**src/rtl/spc_pkg.sv**
```systemverilog
// Shared constants for the sieve prime counter.
package spc_pkg;

  // Default size of the sieve bit map (entries 0..N_MAX)
  localparam int unsigned N_MAX_DEF = 65536;

  // Field widths on the stream ports
  localparam int unsigned LIMIT_W   = 17;
  localparam int unsigned COUNT_W   = 17;
  localparam int unsigned TDATA_W   = 24;

  // Sieve starting point: first odd base, its square, and the square increment
  localparam int unsigned FIRST_BASE = 3;
  localparam int unsigned FIRST_SQ   = 9;
  localparam int unsigned FIRST_INC  = 16;
  localparam int unsigned INC_STEP   = 8;
  localparam int unsigned FIRST_PRIME = 2;

endpackage

```
**src/rtl/spc_alu.sv**
```systemverilog
// Shared add-and-compare unit used for squares, increments and multiples.
module spc_alu #(
  parameter int unsigned W     = 18,
  parameter int unsigned IDX_W = 17
) (
  input  logic [W-1:0]     op_a_i,
  input  logic [W-1:0]     op_b_i,
  input  logic [IDX_W-1:0] bound_i,
  output logic [W-1:0]     sum_o,
  output logic             le_o
);

  // Add operands and check the sum against the limit
  assign sum_o = op_a_i + op_b_i;
  assign le_o  = (sum_o <= W'(bound_i));

endmodule

```
**src/rtl/spc_seq.sv**
```systemverilog
// Sequencer for init, sieve and count passes over the bit map.
module spc_seq #(
  parameter int unsigned N_MAX = spc_pkg::N_MAX_DEF,
  parameter int unsigned IDX_W = $clog2(N_MAX + 1)
) (
  input  logic                        clk_i,
  input  logic                        rst_ni,
  input  logic [spc_pkg::LIMIT_W-1:0] limit_i,
  input  logic                        in_valid_i,
  output logic                        in_ready_o,
  output logic [spc_pkg::COUNT_W-1:0] count_o,
  output logic                        out_valid_o,
  input  logic                        out_ready_i,
  output logic                        map_we_o,
  output logic [IDX_W-1:0]            map_waddr_o,
  output logic                        map_wdata_o,
  output logic [IDX_W-1:0]            map_raddr_o,
  input  logic                        map_rdata_i
);

  localparam int unsigned W       = IDX_W + 1;
  localparam int unsigned LIMIT_W = spc_pkg::LIMIT_W;
  localparam int unsigned COUNT_W = spc_pkg::COUNT_W;
  localparam int unsigned LW      = (W > LIMIT_W) ? W : LIMIT_W;

  typedef enum logic [3:0] {
    S_IDLE,
    S_INIT,
    S_BTEST,
    S_BCHK,
    S_STRIKE,
    S_BNEXT,
    S_BINC,
    S_CRUN,
    S_CTAIL,
    S_COUT
  } state_e;

  state_e               state_q, state_d;
  logic [IDX_W-1:0]     n_q, n_d;
  logic [W-1:0]         idx_q, idx_d;
  logic [W-1:0]         base_q, base_d;
  logic [W-1:0]         sq_q, sq_d;
  logic [W-1:0]         inc_q, inc_d;
  logic [W-1:0]         stride_q, stride_d;
  logic [IDX_W-1:0]     cnt_q, cnt_d;
  logic                 pend_q, pend_d;
  logic [COUNT_W-1:0]   out_q, out_d;
  logic                 out_valid_q, out_valid_d;

  logic [LW-1:0]        lim_ext;
  logic [LW-1:0]        lim_clamp;
  logic [W-1:0]         alu_a, alu_b, alu_sum;
  logic                 alu_le;
  logic                 at_end;

  // Clamp the requested limit to the map size
  assign lim_ext   = LW'(limit_i);
  assign lim_clamp = (lim_ext > LW'(N_MAX)) ? LW'(N_MAX) : lim_ext;
  assign at_end    = (idx_q == W'(n_q));

  // Pick operands for the shared unit
  always_comb begin
    unique case (state_q)
      S_BTEST: begin
        alu_a = sq_q;
        alu_b = '0;
      end
      S_STRIKE: begin
        alu_a = idx_q;
        alu_b = stride_q;
      end
      S_BNEXT: begin
        alu_a = sq_q;
        alu_b = inc_q;
      end
      S_BINC: begin
        alu_a = inc_q;
        alu_b = W'(spc_pkg::INC_STEP);
      end
      default: begin
        alu_a = '0;
        alu_b = '0;
      end
    endcase
  end

  spc_alu #(
    .W     (W),
    .IDX_W (IDX_W)
  ) u_alu (
    .op_a_i  (alu_a),
    .op_b_i  (alu_b),
    .bound_i (n_q),
    .sum_o   (alu_sum),
    .le_o    (alu_le)
  );

  // Drive the map ports
  always_comb begin
    map_we_o    = 1'b0;
    map_wdata_o = 1'b0;
    map_waddr_o = idx_q[IDX_W-1:0];
    map_raddr_o = idx_q[IDX_W-1:0];
    unique case (state_q)
      S_INIT: begin
        map_we_o    = 1'b1;
        map_wdata_o = idx_q[0] || (idx_q == W'(spc_pkg::FIRST_PRIME));
      end
      S_STRIKE: begin
        map_we_o = 1'b1;
      end
      S_BTEST: begin
        map_raddr_o = base_q[IDX_W-1:0];
      end
      default: begin
        map_we_o = 1'b0;
      end
    endcase
  end

  // Next-state and datapath
  always_comb begin
    state_d     = state_q;
    n_d         = n_q;
    idx_d       = idx_q;
    base_d      = base_q;
    sq_d        = sq_q;
    inc_d       = inc_q;
    stride_d    = stride_q;
    cnt_d       = cnt_q;
    out_d       = out_q;
    out_valid_d = out_valid_q;
    pend_d      = (state_q == S_CRUN);

    // Retire the output word once taken
    if (out_valid_q && out_ready_i) begin
      out_valid_d = 1'b0;
    end

    // Accumulate marked entries arriving from the read port
    if (pend_q && map_rdata_i) begin
      cnt_d = cnt_q + IDX_W'(1);
    end

    unique case (state_q)
      S_IDLE: begin
        if (in_valid_i) begin
          n_d    = IDX_W'(lim_clamp);
          idx_d  = W'(spc_pkg::FIRST_PRIME);
          base_d = W'(spc_pkg::FIRST_BASE);
          sq_d   = W'(spc_pkg::FIRST_SQ);
          inc_d  = W'(spc_pkg::FIRST_INC);
          cnt_d  = '0;
          if (lim_clamp < LW'(spc_pkg::FIRST_PRIME)) begin
            state_d = S_COUT;
          end else begin
            state_d = S_INIT;
          end
        end
      end
      S_INIT: begin
        if (at_end) begin
          state_d = S_BTEST;
        end else begin
          idx_d = idx_q + W'(1);
        end
      end
      S_BTEST: begin
        if (alu_le) begin
          state_d = S_BCHK;
        end else begin
          idx_d   = W'(spc_pkg::FIRST_PRIME);
          state_d = S_CRUN;
        end
      end
      S_BCHK: begin
        if (map_rdata_i) begin
          idx_d    = sq_q;
          stride_d = base_q << 1;
          state_d  = S_STRIKE;
        end else begin
          state_d = S_BNEXT;
        end
      end
      S_STRIKE: begin
        if (alu_le) begin
          idx_d = alu_sum;
        end else begin
          state_d = S_BNEXT;
        end
      end
      S_BNEXT: begin
        sq_d    = alu_sum;
        base_d  = base_q + W'(2);
        state_d = S_BINC;
      end
      S_BINC: begin
        inc_d   = alu_sum;
        state_d = S_BTEST;
      end
      S_CRUN: begin
        if (at_end) begin
          state_d = S_CTAIL;
        end else begin
          idx_d = idx_q + W'(1);
        end
      end
      S_CTAIL: begin
        state_d = S_COUT;
      end
      S_COUT: begin
        if (!out_valid_q || out_ready_i) begin
          out_d       = COUNT_W'(cnt_q);
          out_valid_d = 1'b1;
          state_d     = S_IDLE;
        end
      end
      default: begin
        state_d = S_IDLE;
      end
    endcase
  end

  // Hold state and registered outputs
  always_ff @(posedge clk_i or negedge rst_ni) begin
    if (!rst_ni) begin
      state_q     <= S_IDLE;
      pend_q      <= 1'b0;
      out_valid_q <= 1'b0;
      cnt_q       <= '0;
      base_q      <= '0;
    end else begin
      state_q     <= state_d;
      pend_q      <= pend_d;
      out_valid_q <= out_valid_d;
      cnt_q       <= cnt_d;
      base_q      <= base_d;
    end
  end

  // Payload registers
  always_ff @(posedge clk_i) begin
    n_q      <= n_d;
    idx_q    <= idx_d;
    sq_q     <= sq_d;
    inc_q    <= inc_d;
    stride_q <= stride_d;
    out_q    <= out_d;
  end

  assign in_ready_o  = (state_q == S_IDLE);
  assign out_valid_o = out_valid_q;
  assign count_o     = out_q;

endmodule

```
**config.mk**
```make
export PLATFORM = sky130hd
export DESIGN_NAME = spc_seq
export DESIGN_NICKNAME = d
export VERILOG_FILES = /design/src/rtl/spc_pkg.sv /design/src/rtl/spc_alu.sv /design/src/rtl/spc_seq.sv
export SDC_FILE = /design/constraint.sdc
export NUM_CORES = 1
export LEC_CHECK = 0
export BUFFER_PORTS_ARGS = -buffer_cell sky130_fd_sc_hd__buf_2
export CORE_MARGIN = 5
export CORE_UTILIZATION = 35
export DETAILED_ROUTE_END_ITERATION = 12
export HOLD_SLACK_MARGIN = 0.1
export PLACE_DENSITY_LB_ADDON = 0.05
export RECOVER_POWER = 50
export SETUP_SLACK_MARGIN = 0.2
export SYNTH_ARGS = -nofsm -noshare
export SYNTH_HDL_FRONTEND = slang
export SYNTH_SLANG_ARGS = --single-unit
export TNS_END_PERCENT = 100
```
**constraint.sdc**
```tcl
create_clock -name clk_i -period 7.1 [get_ports clk_i]
set_input_delay 1.42 -clock clk_i [delete_from_list [all_inputs] [get_ports clk_i]]
set_output_delay 1.42 -clock clk_i [all_outputs]
set_load 0.005 [all_outputs]
```
==> impl_metrics.yaml, run 1 <==
clock_tree:
  cts_made_buffers: 17
  clock_tree.root_cell: "clkbuf_16"
  path_clk_slew_ps: 70
  clkLatencyLatePin_ps: 430
  clockBufferDepth: 2
  cts_max_level: 4
  postCtsHoldBufs: 0
  cts_tree: "built"
  clock_sinks: 145
critical_path:
  cp.arrival_ps: 6640
  critical_path.startpoint_type: "register"
  reg2reg_slack_ps: 550
  r2r_end: "idx_q[4]"
  cp_top_family: "compound AO/OA/AOI/OAI gates"
  cp-end-kind: "register"
  worst-path-stages: 25
  required_ps: 7190
  reg2regPathDepth: 25
  endpoint: "idx_q[4]"
  crit_top_cell: "o21ai_0"
  crit_fanout: 18
  critPathBufInv: 5
  cpPeakStageDelay_ps: 470
  critical_path_class: "reg -> reg"
  crit_path_start: "state_q[0]"
  critical-path-slowest-cell: "or2_1"
  r2r_start: "state_q[0]"
yosys:
  yosys.area.top_type: "edfxtp_1"
  synthDominantCellAreaShare_pct: 37.1
  synth_area_leaders: "edfxtp_1 (37%), dfrtp_1 (12%), ha_1 (5.6%), xor2_1 (4.7%), nor2_1 (3.8%)"
  synthArstFlopShare_pct: 27.6
  synthTopCellsByCount: "edfxtp_1 (105), nor2_1 (85), inv_1 (63)"
  syn_area_mm2: 0.00850
  synth.most_common_cell: "edfxtp_1"
  syn_nets: 891
  ys_seq_area_share_pct: 48.8
  synthCells: 830
  synth_edf_count: 105
  synth_ff_type: "edfxtp_1"
  ys_types: 59
  ys_warn_count: 0
  syn_area_per_cell_um2: 10.2
  ys_seq_elements: 145
global_route:
  grt_pass1_wl_um: 40300
  grt_use_met1_pct: 26.9
  grt_max_degree: 41
  use_met2_pct: 29.3
  grtUsageTotal_pct: 18.9
  grt-busiest-layer: "met2"
  grt.overflow.total: 0
  antenna_found_initial: 0
  grt_pass1_vias: 6743
  use_met3_pct: 2.83
finish:
  multiInputGateArea_mm2: 0.00381
  area_delta_synth_final_pct: 14.3
  final_nets: 946
  fill_cells: 2452
  antennaDiodeCount: 0
  final_util_pct: 40.3
  final_cell_count_no_fill: 1222
  drive_above_1_share_pct: 14.9
  seq_area_mm2: 0.00415
routing:
  totalWireLength_um: 26200
  route.vias.total: 6570
  drc: 0
  firstDrtPassIters: 6
  wl_per_cell_um: 21.4
  ant_nets: 0
  vias_per_cell: 5.38
  dr.first_iter.drc_count: 478
pwr:
  p_total_mw: 4.74
  p_leak_nw: 4.03
  powerDensity_mw_per_mm2: 488
  irDropWorstVdd_uv: 168
timing:
  period_share_pct: 92.2
  max_freq_mhz: 153
  fin_skew_ps: 16.8
  setup_viol: 0
  final.setup.tns_ps: 0
  min_period_ps: 6550
  slew_viol_final: 77
  rsz0062_at_grt: "no"
  maxSlewHeadroom_pct: -59.3
  worst_slew_pin_slew_ps: 2390
  fin_ws_ps: 551
  hold_viol: 0
die:
  core-area_mm2: 0.0241
  die_w_um: 166
  ios: 77
  die_area_mm2: 0.0275
  die_height_um: 166
  floorplan.rows: 57
  start_util_pct: 35.3
worst_hold_path:
  min_path_type: "reg -> reg"
status:
  violations: "capacitance limit, slew limit"
  status: "complete, but fails checks"
placement:
  gp_congestion: 0.847
  dp.cells: 1189
  dp_hpwl_um: 18800
  io_buffers: 76
  preCtsSetupSlack_ps: 417
flow_run:
  drv_cap: 2
[power breakdown]
group / switching (mW) / leakage [nW] / internal [mW]
logic: 1.47 / 2.17 / 0.870
clock network: 0.411 / 0.301 / 0.523
registers: 0.260 / 1.56 / 1.21
total: 2.14 / 4.03 / 2.60
[registers in the layout, summed over array words and instances (netlist names)]
signal	count
stride_q	17
base_q	17
n_q	17
count_o	17
sq_q	18
out_valid_o	1
inc_q	18
pend_q	1
idx_q	18
state_q	4
cnt_q	17
[per-stage QoR]
stage | instance area [µm²] | hold WS (ps)
floorplan | 8500 | 434
global placement | 9150 | 454
detailed placement | 9150 | 458
CTS | 9750 | 477
global route | 9720 | 489
finish | 9720 | 472
[layer usage]
metal	wire [µm]	vias up
li1	-	3095
met1	12200	3228
met4	617	0
met3	1400	29
met2	11900	218
met5	0	-
[cell type report]
| cell class | count | area share [%] |
|---|---|---|
| Tap cell | 324 | 4.17 |
| Sequential cell | 145 | 42.7 |
| Clock buffer | 18 | 4.63 |
| Timing Repair Buffer | 99 | 5.24 |
| Multi-Input combinational cell | 559 | 39.2 |
| Inverter | 63 | 2.43 |
| Clock inverter | 14 | 1.61 |
[layout by cell type (no fill, tap or decap), drive strengths merged, types with 18 or more instances in the layout]
master  synthesis  layout
nor2b          18      18
nor2           85      85
inv            63      74
nor3           20      20
nand3          31      31
clkbuf         35      41
nand2          63      63
o21ai          29      29
dfrtp          40      40
buf            28      76
edfxtp        105     105
xor2           46      46
ha             38      38
a21oi          30      30
[logic make-up (layout without fill, tap and decap cells)]
kind of cell	after synthesis	in the layout	share of synthesized area, %
simple gates	283	283	16.2
compound gates	148	148	12.7
flops	145	145	48.8
buf+inv	126	194	6.59
xor+xnor	63	63	6.49
fa+ha+maj	39	39	5.83
mux	26	26	3.35
[worst min-delay path by stage]
stage,startpoint,cells past startpoint,slack [ps],endpoint
3_5_place_dp,cnt_q[16],0,460,count_o[16]
3_3_place_gp,cnt_q[16],0,450,count_o[16]
5_1_grt,cnt_q[16],0,490,count_o[16]
2_1_floorplan,cnt_q[16],0,430,count_o[16]
6_report,cnt_q[16],0,470,count_o[16]
4_1_cts,cnt_q[16],0,480,count_o[16]
[repair_timing]
action	CTS	global route
hold endpoints to repair	0	0
setup endpoints to repair	0	18
resized for setup	0	1
buffers inserted	0	1
(Power assumes the default switching activity.)
==> run 2, diff against run 1 <==
- SYNTH_HIERARCHICAL: unset -> 1
==> impl_metrics.yaml, run 2 <==
global_route:
  grt_pass1_vias: 6707
  antenna_found_initial: 0
  grt_pass1_wl_um: 39300
  grt.overflow.total: 0
  grt_max_degree: 41
  grtUsageTotal_pct: 18.0
critical_path:
  cp.arrival_ps: 6450
  crit_fanout: 18
  critical_path_class: "reg -> reg"
  r2r_start: "state_q[2]"
  required_ps: 7210
  critical_path.startpoint_type: "register"
  crit_path_start: "state_q[2]"
  cp-end-kind: "register"
placement:
  io_buffers: 76
  gp_congestion: 0.923
  dp_hpwl_um: 18900
  place_area_mm2: 0.00931
timing:
  rsz0062_at_grt: "no"
  worst_slew_pin_slew_ps: 2340
  min_period_ps: 6330
  period_share_pct: 89.2
  setup_viol: 0
  maxSlewHeadroom_pct: -56.1
  max_freq_mhz: 158
  hold_viol: 0
  slew_viol_final: 41
  final.setup.tns_ps: 0
  fin_skew_ps: 14.5
die:
  die_area_mm2: 0.0281
  die_w_um: 168
  core-area_mm2: 0.0244
  floorplan.rows: 57
  die_height_um: 168
  ios: 77
  start_util_pct: 35.7
worst_hold_path:
  hp-start: "cnt_q[16]"
  min_path_type: "reg -> reg"
status:
  violations: "capacitance limit, slew limit"
  status: "complete, but fails checks"
yosys:
  syn_area_mm2: 0.00871
  synth.most_common_cell: "edfxtp_1"
  ys_types: 72
  synthArstFlopShare_pct: 27.6
  ys_seq_elements: 145
  ys_warn_count: 6
  synth_edf_count: 105
  synthDominantCellAreaShare_pct: 36.2
  syn_nets: 896
  synthTopCellsByCount: "edfxtp_1 (105), inv_1 (54), nor2_1 (47)"
  ys_seq_area_share_pct: 47.7
  synth_area_leaders: "edfxtp_1 (36%), dfrtp_1 (11%), ha_1 (5.5%), xnor2_1 (3.3%), xor2_1 (2.8%)"
  synth_ff_type: "edfxtp_1"
  yosys.area.top_type: "edfxtp_1"
  syn_area_per_cell_um2: 10.4
  synthCells: 835
clock_tree:
  post-cts-setup-buffer-count: 0
  clkLatencyLatePin_ps: 430
  clockBufferDepth: 2
  clock_tree.root_cell: "clkbuf_16"
  clock_sinks: 145
  path_clk_slew_ps: 70
  cts_max_level: 4
  cts_tree: "built"
  cts_made_buffers: 17
pwr:
  irDropWorstVdd_uv: 181
  power_switching_mw: 2.16
  p_leak_nw: 3.94
  power_frac_seq_pct: 32.2
  pwr-share-comb_pct: 48.5
  pwr-share-clk_pct: 19.3
  intPower_mw: 2.58
  swShare_pct: 45.6
  powerDensity_mw_per_mm2: 479
routing:
  drc: 0
  totalWireLength_um: 25500
  dr.first_iter.drc_count: 582
  vias_per_cell: 5.45
  route.vias.total: 6640
  wl_per_cell_um: 20.9
  firstDrtPassIters: 9
  ant_nets: 0
finish:
  fill_cells: 2418
  seq_area_mm2: 0.00416
  fin_area_mm2: 0.00990
  multiInputGateArea_mm2: 0.00404
  area_delta_synth_final_pct: 13.6
  mostFrequentLayoutCell: "edfxtp_1"
  drive_above_1_share_pct: 16.2
  reg_top3: "idx_q (18), inc_q (18), sq_q (18)"
  final_cell_mix: "edfxtp_1 (105), buf_2 (58), inv_1 (54)"
  antennaDiodeCount: 0
  final_nets: 943
flow_run:
  drv_cap: 1
## run 2: final timing paths
| path | cells after the start | slack, ps | end |
|---|---|---|---|
| max in group asynchronous | 1 | 3910 | state_q[0] |
| min | 0 | 490 | count_o[16] |
| min reg2reg | 0 | 490 | count_o[16] |
| max reg2reg | 25 | 770 | idx_q[13] |
| min in group asynchronous | 1 | 1690 | cnt_q[7] |
| max | 25 | 770 | idx_q[13] |
## run 2: stage by stage
stage	hold slack [ps]	std cells	power, mW	worst slack, ps	utilization, %
detailed placement	461	1187	3.82	577	38.2
global placement	455	1187	3.78	855	38.2
CTS	481	1219	4.75	582	40.7
finish	487	1219	4.74	765	40.6
global route	494	1219	5.07	201	40.6
floorplan	423	835	3.04	718	-
## run 2: area by class of cell
class / instances / area share (%)
flip-flops and latches: 145 / 42.0
multi-input cells: 569 / 40.8
repair buffers: 93 / 4.79
clock buffers: 17 / 4.30
well taps: 324 / 4.10
inverters: 56 / 2.12
clock inverters: 15 / 1.91
## run 2: cell families (layout without fill, tap and decap cells)
| group | count (synthesis) | after routing | synth area share, % |
|---|---|---|---|
| AND/OR/NAND/NOR | 262 | 262 | 16.5 |
| AO/OA/AOI/OAI | 190 | 190 | 15.4 |
| flip-flops | 145 | 145 | 47.7 |
| buffers and inverters | 121 | 181 | 6.52 |
| XOR/XNOR | 61 | 61 | 6.13 |
| adder cells (fa/ha/maj) | 39 | 39 | 5.69 |
| multiplexers | 17 | 17 | 2.14 |
## run 2: timing repair
item | in CTS | in global routing
gates resized for setup | 0 | 5
endpoints found under the setup margin | 0 | 19
hold buffers | 0 | 0
## run 2: power by group through the flow
stage | Clock (mW) | Combinational (mW) | Sequential, mW
final | 0.915 | 2.30 | 1.53
after global routing | 0.975 | 2.54 | 1.55
after CTS | 0.936 | 2.28 | 1.53
after detailed placement | 0 | 2.27 | 1.55
after global placement | 0 | 2.23 | 1.55
after floorplan | 0 | 1.70 | 1.34
## run 2: layer usage
metal  up-vias  track usage, %  part of all wire [%]
met3        39            3.68                   4.0
met2       169            30.7                    50
met4         0            6.60                   2.8
li1       3158               -                     -
met5         -               0                     0
met1      3274            22.7                    43
## run 2: worst max-delay path, stage by stage, from the launching register on
cell	delay [ps]
dfrtp_1	380
and2b_2	330
nand2_1	100
buf_4	170
nand2b_1	120
buf_4	230
a222oi_1	340
inv_1	80
ha_1	430
a21oi_2	220
o21ai_1	120
a2111oi_1	380
o21ai_1	130
a21oi_1	190
xnor2_1	210
ha_1	330
a21oi_1	180
nor2b_1	70
a2111oi_1	440
o211ai_1	140
a22o_1	240
a211oi_4	280
nor2b_1	210
o21ai_0	140
nor4_4	220
buf_4	310
==> run 3, diff against run 2 <==
- CORE_UTILIZATION: 35 -> 41
==> impl_metrics.yaml, run 3 (synthesis gave the netlist of run 2 again) <==
worst_hold_path:
  hold_depth: 0
  holdPathEnd: "stride_q[1]"
  min_path_type: "reg -> reg"
  hp-start: "base_q[0]"
clock_tree:
  clock_sinks: 145
  cts_max_level: 4
  cts_made_buffers: 17
  path_clk_slew_ps: 70
  clkLatencyLatePin_ps: 430
  cts_tree: "built"
  clock_tree.root_cell: "clkbuf_16"
  clockBufferDepth: 2
routing:
  route.vias.total: 6702
  ant_nets: 0
  firstDrtPassIters: 6
  dr.first_iter.drc_count: 561
  wl_per_cell_um: 21.3
  totalWireLength_um: 25000
  drc: 0
  vias_per_cell: 5.72
finish:
  drive_above_1_share_pct: 16.1
  final_cell_mix: "edfxtp_1 (105), buf_2 (58), inv_1 (54)"
  multiInputGateArea_mm2: 0.00403
  fill_cells: 2023
  fin_area_mm2: 0.00984
  area_delta_synth_final_pct: 13.0
  seq_area_mm2: 0.00416
  reg_top3: "idx_q (18), inc_q (18), sq_q (18)"
  mostFrequentLayoutCell: "edfxtp_1"
  final_nets: 944
global_route:
  grt.overflow.total: 0
  grt_pass1_wl_um: 38900
  grt_pass1_vias: 6807
  grtUsageTotal_pct: 20.8
  antenna_found_initial: 0
  grt_max_degree: 41
timing:
  period_share_pct: 88.5
  fin_skew_ps: 12.3
  hold_slack_ps: 474
  slew_viol_final: 41
  maxSlewHeadroom_pct: -53.3
  max_freq_mhz: 159
  hold_viol: 0
  min_period_ps: 6280
  rsz0062_at_grt: "no"
  setup_viol: 0
  worst_slew_pin_slew_ps: 2300
  final.setup.tns_ps: 0
die:
  die_height_um: 156
  floorplan.rows: 53
  start_util_pct: 41.6
  ios: 77
  die_w_um: 156
  die_area_mm2: 0.0243
  core-area_mm2: 0.0210
pwr:
  p_leak_nw: 3.95
  power_switching_mw: 2.12
  irDropWorstVdd_uv: 199
  power_frac_seq_pct: 32.3
  powerDensity_mw_per_mm2: 483
  pwr-share-clk_pct: 20.0
  swShare_pct: 44.6
  pwr-share-comb_pct: 47.7
  intPower_mw: 2.63
critical_path:
  crit_fanout: 18
  cpPeakStageDelay_ps: 440
  r2r_end: "idx_q[5]"
  r2r_start: "state_q[3]"
  critical_path_class: "reg -> reg"
  critical_path.startpoint_type: "register"
  cp_top_family: "compound AO/OA/AOI/OAI gates"
  cp.arrival_ps: 6390
  required_ps: 7210
  crit_top_cell: "buf_4"
  crit_path_start: "state_q[3]"
  critical-path-slowest-cell: "a2111oi_1"
  critPathBufInv: 4
  reg2reg_slack_ps: 820
  cp-end-kind: "register"
  reg2regPathDepth: 25
status:
  status: "complete, but fails checks"
  violations: "capacitance limit, slew limit"
placement:
  place_area_mm2: 0.00926
  gp_congestion: 0.869
  io_buffers: 76
  dp_hpwl_um: 18300
flow_run:
  drv_cap: 1
-- run 3: layout make-up --
class                           count  share of cell area (%)
Sequential cell                   145                    42.2
Multi-Input combinational cell    569                    40.9
Timing Repair Buffer               94                    4.90
Clock buffer                       17                    4.32
Tap cell                          275                    3.50
Inverter                           56                    2.14
Clock inverter                     15                    1.98
Antenna cell                        1                  0.0254
-- run 3: repair_timing --
action,in CTS,in global routing
setup endpoints to repair,0,19
hold buffers,0,0
setup buffers,0,0
gates resized for setup,0,3
-- run 3: how the worst max path moves through the flow --
stage                endpoint  depth (start not counted)  slack (ps)
finish               idx_q[5]                         25         820
global route         idx_q[8]                         24         220
CTS                  idx_q[9]                         24         630
detailed placement  idx_q[13]                         24         660
global placement    idx_q[14]                         23         960
floorplan            idx_q[0]                         25         720
-- run 3: power by group through the flow --
stage          Clock, mW  Sequential [mW]  Combinational (mW)
6_report           0.949             1.53                2.27
5_1_grt             1.00             1.56                2.52
3_3_place_gp           0             1.55                2.23
2_1_floorplan          0             1.34                1.70
4_1_cts            0.968             1.53                2.27
3_5_place_dp           0             1.55                2.26
-- run 3: layer usage --
metal,wire (µm),GRT usage (%)
met5,0,0
met4,492,5.88
met3,963,3.66
met2,12700,36.6
met1,10900,26.5
-- run 3: through the flow --
step                      utilization, %  cells  total power [mW]  setup slack [ps]
final                               47.0   1172              4.75               816
after global routing                46.9   1171              5.08               216
after CTS                           47.1   1171              4.77               626
after detailed placement            44.2   1139              3.81               663
after global placement              44.2   1139              3.78               959
after floorplan                        -    835              3.04               718
